===== src/rtl/core/lkc_pkg.sv =====
// Shared constants, types and a helper function for the LRU key cache.
`timescale 1ns / 1ps

package lkc_pkg;

	// Storage geometry
	localparam int MAX_ENTRIES = 8;
	localparam int KEY_WIDTH   = 32;

	// Derived widths
	localparam int IDX_W  = $clog2(MAX_ENTRIES);
	localparam int RANK_W = $clog2(MAX_ENTRIES);
	localparam int CNT_W  = $clog2(MAX_ENTRIES + 1);

	// Capacity register
	localparam int CAP_W = 4;
	localparam logic [CAP_W-1:0] CAP_RESET = CAP_W'(4);
	localparam int CMP_W = (CAP_W > CNT_W) ? CAP_W : CNT_W;

	// Controller states
	typedef enum logic [1:0] {
		ST_IDLE,
		ST_LOOKUP,
		ST_UPDATE
	} state_t;

	// Commands from the controller to the datapath
	typedef struct packed {
		logic load_key;
		logic lookup;
		logic commit;
	} cmd_t;

	// Index of the lowest set bit; zero when none is set
	function automatic logic [IDX_W-1:0] first_set(input logic [MAX_ENTRIES-1:0] vec);
		logic [IDX_W-1:0] idx;
		idx = '0;
		for (int i = MAX_ENTRIES - 1; i >= 0; i--) begin
			if (vec[i]) begin
				idx = IDX_W'(i);
			end
		end
		return idx;
	endfunction

endpackage


===== src/rtl/core/lkc_if.sv =====
// Request, result and capacity-write channel interfaces of the LRU key cache.
`timescale 1ns / 1ps

interface lkc_req_if;
	import lkc_pkg::*;
	logic                 valid;
	logic                 ready;
	logic [KEY_WIDTH-1:0] key;
	modport source (output valid, output key, input ready);
	modport sink (input valid, input key, output ready);
endinterface

interface lkc_res_if;
	import lkc_pkg::*;
	logic                 valid;
	logic                 ready;
	logic                 hit;
	logic                 evicted;
	logic [KEY_WIDTH-1:0] evicted_key;
	logic [CNT_W-1:0]     occupancy;
	modport source (output valid, output hit, output evicted, output evicted_key,
		output occupancy, input ready);
	modport sink (input valid, input hit, input evicted, input evicted_key,
		input occupancy, output ready);
endinterface

interface lkc_cfg_if;
	import lkc_pkg::*;
	logic             valid;
	logic             ready;
	logic [CAP_W-1:0] capacity;
	modport source (output valid, output capacity, input ready);
	modport sink (input valid, input capacity, output ready);
endinterface


===== src/rtl/core/lkc_ctrl.sv =====
// Sequencing state machine of the LRU key cache: accept, look up, commit.
`timescale 1ns / 1ps

module lkc_ctrl (
	input  logic          clk,
	input  logic          arst_n,
	input  logic          req_valid,
	output logic          req_ready,
	output logic          res_valid,
	input  logic          res_ready,
	output lkc_pkg::cmd_t cmd
);
	import lkc_pkg::*;

	state_t state_q;
	state_t state_d;
	logic   out_valid_q;

	// Hold the state register
	always_ff @(posedge clk or negedge arst_n) begin
		if (!arst_n) begin
			state_q <= ST_IDLE;
		end else begin
			state_q <= state_d;
		end
	end

	// Next state and commands
	always_comb begin
		state_d   = state_q;
		req_ready = 1'b0;
		cmd       = '0;
		case (state_q)
			ST_IDLE: begin
				req_ready = 1'b1;
				if (req_valid) begin
					cmd.load_key = 1'b1;
					state_d      = ST_LOOKUP;
				end
			end
			ST_LOOKUP: begin
				cmd.lookup = 1'b1;
				state_d    = ST_UPDATE;
			end
			ST_UPDATE: begin
				// Commit only when the result register is free or drains now
				if (!out_valid_q || res_ready) begin
					cmd.commit = 1'b1;
					state_d    = ST_IDLE;
				end
			end
			default: begin
				state_d = ST_IDLE;
			end
		endcase
	end

	// Track the result register occupancy
	always_ff @(posedge clk or negedge arst_n) begin
		if (!arst_n) begin
			out_valid_q <= 1'b0;
		end else if (cmd.commit) begin
			out_valid_q <= 1'b1;
		end else if (res_ready) begin
			out_valid_q <= 1'b0;
		end
	end

	assign res_valid = out_valid_q;

endmodule


===== src/rtl/core/lkc_dp.sv =====
// Datapath of the LRU key cache: entry store, recency ranks, lookup and result register.
`timescale 1ns / 1ps

module lkc_dp (
	input  logic                          clk,
	input  logic                          arst_n,
	input  lkc_pkg::cmd_t                 cmd,
	input  logic [lkc_pkg::KEY_WIDTH-1:0] req_key,
	input  logic                          cfg_we,
	input  logic [lkc_pkg::CAP_W-1:0]     cfg_capacity,
	output logic                          res_hit,
	output logic                          res_evicted,
	output logic [lkc_pkg::KEY_WIDTH-1:0] res_evicted_key,
	output logic [lkc_pkg::CNT_W-1:0]     res_occupancy
);
	import lkc_pkg::*;

	// Entry store and replacement state
	logic [KEY_WIDTH-1:0]   keys_q  [MAX_ENTRIES];
	logic [RANK_W-1:0]      rank_q  [MAX_ENTRIES];
	logic [MAX_ENTRIES-1:0] valid_q;
	logic [CNT_W-1:0]       count_q;
	logic [CAP_W-1:0]       capacity_q;

	// Request key and lookup decision
	logic [KEY_WIDTH-1:0] key_q;
	logic                 hit_q;
	logic                 evict_q;
	logic [IDX_W-1:0]     slot_q;
	logic [RANK_W:0]      age_lim_q;

	// Lookup logic
	logic [MAX_ENTRIES-1:0] match;
	logic [MAX_ENTRIES-1:0] is_lru;
	logic [RANK_W-1:0]      lru_rank;
	logic [CMP_W-1:0]       eff_cap;
	logic                   full;
	logic                   hit;
	logic [IDX_W-1:0]       hit_idx;

	assign lru_rank = RANK_W'(count_q - CNT_W'(1));

	always_comb begin
		for (int i = 0; i < MAX_ENTRIES; i++) begin
			match[i]  = valid_q[i] && (keys_q[i] == key_q);
			is_lru[i] = valid_q[i] && (rank_q[i] == lru_rank);
		end
	end

	assign hit     = |match;
	assign hit_idx = first_set(match);

	// Clamp capacity to the range one to the number of entries
	always_comb begin
		if (capacity_q == '0) begin
			eff_cap = CMP_W'(1);
		end else if (CMP_W'(capacity_q) > CMP_W'(MAX_ENTRIES)) begin
			eff_cap = CMP_W'(MAX_ENTRIES);
		end else begin
			eff_cap = CMP_W'(capacity_q);
		end
	end

	assign full = CMP_W'(count_q) >= eff_cap;

	// Hold the capacity register
	always_ff @(posedge clk or negedge arst_n) begin
		if (!arst_n) begin
			capacity_q <= CAP_RESET;
		end else if (cfg_we) begin
			capacity_q <= cfg_capacity;
		end
	end

	// Latch the request key
	always_ff @(posedge clk) begin
		if (cmd.load_key) begin
			key_q <= req_key;
		end
	end

	// Register the lookup outcome: hit and eviction flags, target slot and aging limit
	always_ff @(posedge clk) begin
		if (cmd.lookup) begin
			hit_q   <= hit;
			evict_q <= !hit && full;
			if (hit) begin
				slot_q    <= hit_idx;
				age_lim_q <= {1'b0, rank_q[hit_idx]};
			end else begin
				slot_q    <= full ? first_set(is_lru) : first_set(~valid_q);
				age_lim_q <= (RANK_W + 1)'(MAX_ENTRIES);
			end
		end
	end

	// Age ranks and place the accessed key as most recent
	always_ff @(posedge clk or negedge arst_n) begin
		if (!arst_n) begin
			valid_q <= '0;
			count_q <= '0;
			for (int i = 0; i < MAX_ENTRIES; i++) begin
				rank_q[i] <= '0;
			end
		end else if (cmd.commit) begin
			for (int i = 0; i < MAX_ENTRIES; i++) begin
				if (IDX_W'(i) == slot_q) begin
					rank_q[i] <= '0;
				end else if (valid_q[i] && ({1'b0, rank_q[i]} < age_lim_q)) begin
					rank_q[i] <= rank_q[i] + RANK_W'(1);
				end
			end
			valid_q[slot_q] <= 1'b1;
			if (!hit_q && !evict_q) begin
				count_q <= count_q + CNT_W'(1);
			end
		end
	end

	// Write the new key into its slot on a miss
	always_ff @(posedge clk) begin
		if (cmd.commit && !hit_q) begin
			keys_q[slot_q] <= key_q;
		end
	end

	// Load the result register
	always_ff @(posedge clk) begin
		if (cmd.commit) begin
			res_hit         <= hit_q;
			res_evicted     <= evict_q;
			res_evicted_key <= evict_q ? keys_q[slot_q] : '0;
			res_occupancy   <= (!hit_q && !evict_q) ? count_q + CNT_W'(1) : count_q;
		end
	end

endmodule


===== src/rtl/core/lru_key_cache.sv =====
// Top level of the LRU key cache: channel ports, controller and datapath.
`timescale 1ns / 1ps

// Fully associative cache of up to MAX_ENTRIES keys with least-recently-used
// replacement. Each request carries one key and yields one result: hit, whether
// an entry was evicted, the evicted key (zero when none) and the occupancy after
// the access. A request passes through three steps (accept, parallel lookup,
// commit), and the block works on one request at a time, while a finished result
// may wait in the output register as the next request is accepted. Capacity is
// to be written through the configuration channel only while the block is idle;
// the block itself does not enforce this. Zero acts as one and values above
// MAX_ENTRIES act as MAX_ENTRIES. No clearing pass is needed after reset.
module lru_key_cache (
	input logic       clk,
	input logic       arst_n,
	lkc_req_if.sink   req,
	lkc_res_if.source res,
	lkc_cfg_if.sink   cfg
);
	import lkc_pkg::*;

	cmd_t cmd;

	assign cfg.ready = 1'b1;

	lkc_ctrl u_ctrl (
		.clk       (clk),
		.arst_n    (arst_n),
		.req_valid (req.valid),
		.req_ready (req.ready),
		.res_valid (res.valid),
		.res_ready (res.ready),
		.cmd       (cmd)
	);

	lkc_dp u_dp (
		.clk             (clk),
		.arst_n          (arst_n),
		.cmd             (cmd),
		.req_key         (req.key),
		.cfg_we          (cfg.valid),
		.cfg_capacity    (cfg.capacity),
		.res_hit         (res.hit),
		.res_evicted     (res.evicted),
		.res_evicted_key (res.evicted_key),
		.res_occupancy   (res.occupancy)
	);

`ifndef SYNTHESIS
	// Commit never overwrites an undelivered result
	a_commit_free: assert property (@(posedge clk) disable iff (!arst_n)
		cmd.commit |-> (!res.valid || res.ready))
		else $error("commit while result register is occupied");

	// One request at a time: no accept in the cycle after an accept
	a_one_at_a_time: assert property (@(posedge clk) disable iff (!arst_n)
		(req.valid && req.ready) |=> !req.ready)
		else $error("request accepted while another is in flight");

	// A hit never evicts, and a result without eviction reports a zero key
	a_hit_no_evict: assert property (@(posedge clk) disable iff (!arst_n)
		res.valid |-> (!(res.hit && res.evicted) && (res.evicted || res.evicted_key == '0)))
		else $error("inconsistent hit and eviction result");

	// Occupancy stays within the entry count
	a_occ_range: assert property (@(posedge clk) disable iff (!arst_n)
		res.valid |-> (res.occupancy <= CNT_W'(MAX_ENTRIES)))
		else $error("occupancy exceeds number of entries");
`endif

endmodule

===== src/flat_wrapper.sv =====
// flat-port wrapper written by rule: the top's interface ports become plain ports
module lru_key_cache_flat import lkc_pkg::*;
  (clk, arst_n, req_valid, req_key, req_ready, res_valid, res_hit, res_evicted, res_evicted_key, res_occupancy, res_ready, cfg_valid, cfg_capacity, cfg_ready);
  lkc_req_if req_i ();
  lkc_res_if res_i ();
  lkc_cfg_if cfg_i ();
  input logic clk;
  input logic arst_n;
  input wire logic [$bits(req_i.valid)-1:0] req_valid;
  input wire logic [$bits(req_i.key)-1:0] req_key;
  output wire logic [$bits(req_i.ready)-1:0] req_ready;
  output wire logic [$bits(res_i.valid)-1:0] res_valid;
  output wire logic [$bits(res_i.hit)-1:0] res_hit;
  output wire logic [$bits(res_i.evicted)-1:0] res_evicted;
  output wire logic [$bits(res_i.evicted_key)-1:0] res_evicted_key;
  output wire logic [$bits(res_i.occupancy)-1:0] res_occupancy;
  input wire logic [$bits(res_i.ready)-1:0] res_ready;
  input wire logic [$bits(cfg_i.valid)-1:0] cfg_valid;
  input wire logic [$bits(cfg_i.capacity)-1:0] cfg_capacity;
  output wire logic [$bits(cfg_i.ready)-1:0] cfg_ready;
  assign req_i.valid = req_valid;
  assign req_i.key = req_key;
  assign req_ready = req_i.ready;
  assign res_valid = res_i.valid;
  assign res_hit = res_i.hit;
  assign res_evicted = res_i.evicted;
  assign res_evicted_key = res_i.evicted_key;
  assign res_occupancy = res_i.occupancy;
  assign res_i.ready = res_ready;
  assign cfg_i.valid = cfg_valid;
  assign cfg_i.capacity = cfg_capacity;
  assign cfg_ready = cfg_i.ready;
  lru_key_cache u_core (.clk(clk), .arst_n(arst_n), .req(req_i), .res(res_i), .cfg(cfg_i));
endmodule

===== config.mk =====
export PLATFORM = sky130hd
export DESIGN_NAME = lru_key_cache_flat
export DESIGN_NICKNAME = d
export VERILOG_FILES = /design/src/rtl/core/lkc_pkg.sv /design/src/rtl/core/lkc_if.sv /design/src/rtl/core/lkc_ctrl.sv /design/src/rtl/core/lkc_dp.sv /design/src/rtl/core/lru_key_cache.sv /design/src/flat_wrapper.sv
export SDC_FILE = /design/constraint.sdc
export NUM_CORES = 1
export LEC_CHECK = 0
export BUFFER_PORTS_ARGS = -buffer_cell sky130_fd_sc_hd__buf_2
export CORE_MARGIN = 4
export CORE_UTILIZATION = 55
export DETAILED_ROUTE_END_ITERATION = 12
export GPL_ROUTABILITY_DRIVEN = 0
export GPL_TIMING_DRIVEN = 0
export MAX_ROUTING_LAYER = met4
export PLACE_DENSITY = 0.79
export SLEW_MARGIN = 20
export SYNTH_ARGS = -nofsm -noshare
export SYNTH_HDL_FRONTEND = slang
export SYNTH_SLANG_ARGS = --single-unit

===== constraint.sdc =====
create_clock -name clk -period 9.1 [get_ports clk]
set_clock_uncertainty 0.05 [all_clocks]
set_input_delay 0.91 -clock clk [delete_from_list [all_inputs] [get_ports clk]]
set_output_delay 0.91 -clock clk [all_outputs]
set_load 0.05 [all_outputs]

==> metrics.md <==
| Metric | Value |
|---|---|
| Initial antenna violation count | 1 |
| CTS clock-pin slew for the worst setup and hold paths | 0.06 ns |
| Mapped Area | between 0.015 and 0.02 mm2 |
| Status | finished, final reports clean |
| # H-tree levels | 2 |
| Worst-Margin Slew | around 1.2 ns |
| DR DRC count | 0 |
| Worst-Skew Late Latency | between 0.5 and 0.6 ns |
| CTS tree | done |
| Routed Antenna Nets | 0 |
| Dominant synthesized flop cell | edfxtp_1 |
| Pre-CTS setup slack | between 4 and 5 ns |
| Die Y-Extent | 192 um |
| Core area | approximately 0.033 mm2 |
| Syn. warnings | 0 |
| Iteration-0 DRC count of the detailed router | between 1.5k and 2k |
| Post-synthesis cell type count | 57 |
| Die W | around 190 um |
| I/O pin cnt | 82 |
| Top-count cell post-synth | edfxtp_1 |
| Synthesized netlist cell count | around 1.3k |
| WL final | ~52 mm |
| Tmin final | roughly 4.2 ns |
| Syn_nets | around 1.3k |
| Vias in the first global route | between 10k and 15k |
| Number of port buffers | 80 |
| Post-CTS resize count | 0 |
| Post-CTS Hold Fix Bufs | 0 |
| Root buffer selected by CTS | clkbuf_16 |
| Fin worst setup slack | between 4 and 5 ns |
| Final worst path period share | between 40% and 50% |
| Final setup viols | 0 |
| Seq/Total Area, Yosys | 59.9% |
| Placed cell areas | between 0.015 and 0.02 mm2 |
| Fin area | 0.0212 mm2 |
| Sum of negative setup slack | 0 ns |
| Pin count of the biggest net entering global routing | 44 |
| Total number of vias | between 10k and 15k |
| Fin. Hold Viols | 0 |
| Area leader, netlist | edfxtp_1 |
| Fin util | a little under two thirds |
| Hold Slack | between 0.3 and 0.4 ns |
| Peak Freq | roughly 240 MHz |
| GR Util All Layers | between 20% and 30% |
| Final #Nets | about 1.5k |
| Leak Pwr | ~0.0075 uW |
| Crit path arrival time | between 4 and 5 ns |
| Rows | 67 |
| Flops & latches, synth | around 380 |
| EDFF count, synth | roughly 340 |
| CP Launch Type | flip-flop |
| Overflow after GRT | 0 |
| Share of cells above drive strength 1 | ~20% |
| Die area | around 0.037 mm2 |
| Yosys top cell area share | approximately 54% |
| Synth area leaders | edfxtp_1 54%, mux4_2 7.8%, xor2_1 7.4% |
| Area Overhead vs Synth | 14.0% |
| # clock sinks | ~380 |
| Async set-reset flop share out of synthesis | 11.4% |
| Max-slew violations | 0 |
| Clk buf depth | 3 |
| Drt pass-1 iters | 5 |
| Max Cap Viol | 0 |
| RSZ-0062 raised after global routing | no |
| First-pass GRT wire length | roughly 76 mm |
| PwrDens | 285 mW/mm2 |
| Initial Util | around 56% |
| Via density | around 6.3 |
| Post-CTS setup buffers | 0 |
| Worst VDD drop | between 0.00015 and 0.0002 V |
| TritonCTS Buffers | 41 |
| Crit Path Class | reg -> reg |
| Worst-path maximum fanout | 9 |
| Routed length per instance | around 28 um |
| Hold crit path type | in -> async |
| Crit. End Element | flip-flop |
| Syn_area_per_cell | between 10 and 15 um2 |
| CP Data Required Time | roughly 9.3 ns |
| DP Wirelength | roughly 38 mm |
| Rel. slew slack | a little under a fifth |
| Synth cell count leaders | 335 x edfxtp_1, 157 x xor2_1, 132 x xnor2_1 |
final timing paths:
| kind | depth (start not counted) | start | slack (ns) | endpoint |
|---|---|---|---|---|
| setup / recovery | 11 | u_core.u_dp.key_q[29] | 4.87 | u_core.u_dp.age_lim_q[1] |
| min in group clk | 1 | u_core.u_dp.capacity_q[0] | 0.47 | u_core.u_dp.capacity_q[0] |
| setup reg to reg | 11 | u_core.u_dp.key_q[29] | 4.87 | u_core.u_dp.age_lim_q[1] |
| hold reg to reg | 1 | u_core.u_dp.capacity_q[0] | 0.47 | u_core.u_dp.capacity_q[0] |
| max in group asynchronous | 1 | arst_n | 8.29 | u_core.u_dp.capacity_q[2] |
| hold / removal | 1 | arst_n | 0.30 | u_core.u_dp.valid_q[6] |
cells in the final DEF, fill, tap and decap left out, drive strengths merged, types with 23 or more instances in the layout:
master  netlist  layout
o21ai        33      33
xor2        158     158
mux4         64      64
nand3        25      25
clkbuf       22      75
nand4        40      40
xnor2       132     132
mux2i        36      36
buf          44     135
nor4         36      36
a21oi        23      23
ha           30      30
edfxtp      335     335
nand2        47      47
dfrtp        42      42
nor2b        33      33
nor2         36      36
layer usage:
metal | wire, um | vias up | GRT usage (%)
li1 | - | 4988 | -
met2 | 24200 | 786 | 44.5
met5 | 0 | - | -
met4 | 2430 | 0 | 11.3
met1 | 19700 | 5906 | 39.0
met3 | 5500 | 157 | 5.25
worst max-delay path: stages, from the launching register on:
cell and delay (ns):
edfxtp_1 0.51, buf_2 0.26, xor2_1 0.23, nor4_1 0.88
nand4_1 0.38, or4_4 0.66, o21ai_4 0.18, a21boi_4 0.09
o21ai_4 0.23, nand2_4 0.13, mux2i_1 0.22, o2111ai_1 0.13
cell families (layout without fill, tap and decap cells):
logic type / Yosys count / after routing / share of synthesized area [%]
other: 1 / 2 / 0.0202
multiplexers: 103 / 103 / 9.88
buffers and inverters: 80 / 248 / 2.68
AND/OR/NAND/NOR: 262 / 262 / 7.64
adder cells (fa/ha/maj): 30 / 30 / 2.02
XOR/XNOR: 290 / 290 / 13.7
AO/OA/AOI/OAI: 110 / 110 / 4.11
flip-flops: 378 / 378 / 59.9
power breakdown:
part,leakage (uW),total [uW],internal (uW),switching (uW)
sequential,0.00356,2370,2160,214
clock,0.000623,1580,895,688
combinational,0.00328,2080,818,1260
total,0.00747,6030,3870,2160
per-stage QoR:
| stage | power [uW] | instances |
|---|---|---|
| 4_1_cts | 6010 | 1870 |
| 5_1_grt | 6270 | 1871 |
| 2_1_floorplan | 3790 | 1254 |
| 3_5_place_dp | 4440 | 1795 |
| 6_report | 6030 | 1871 |
| 3_3_place_gp | 4350 | 1782 |
registers in the layout, indices dropped and copies added (netlist names):
register,cells
u_core.u_dp.key_q,32
u_core.u_dp.hit_q,1
u_core.u_ctrl.res_valid,1
u_core.u_dp.rank_q,24
u_core.u_dp.res_evicted_key,32
u_core.u_dp.capacity_q,4
u_core.u_dp.age_lim_q,4
u_core.u_dp.res_hit,1
u_core.u_dp.valid_q,8
u_core.u_dp.res_occupancy,4
u_core.u_dp.count_q,4
u_core.u_dp.keys_q,256
u_core.u_dp.res_evicted,1
u_core.u_ctrl.state_q,2
u_core.u_dp.slot_q,3
u_core.u_dp.evict_q,1
cell type report:
| cell class | instances | area [um2] |
|---|---|---|
| Antenna cell | 1 | 2.50 |
| Sequential cell | 378 | 11100 |
| Buffer | 66 | 440 |
| Clock inverter | 24 | 165 |
| Multi-Input combinational cell | 796 | 7010 |
| Clock buffer | 51 | 1100 |
| Timing Repair Buffer | 93 | 699 |
| Tap cell | 448 | 561 |
| Fill cell | 2393 | 12300 |
| Inverter | 14 | 66.3 |
No activity file was read; power rests on OpenSTA's default activity.
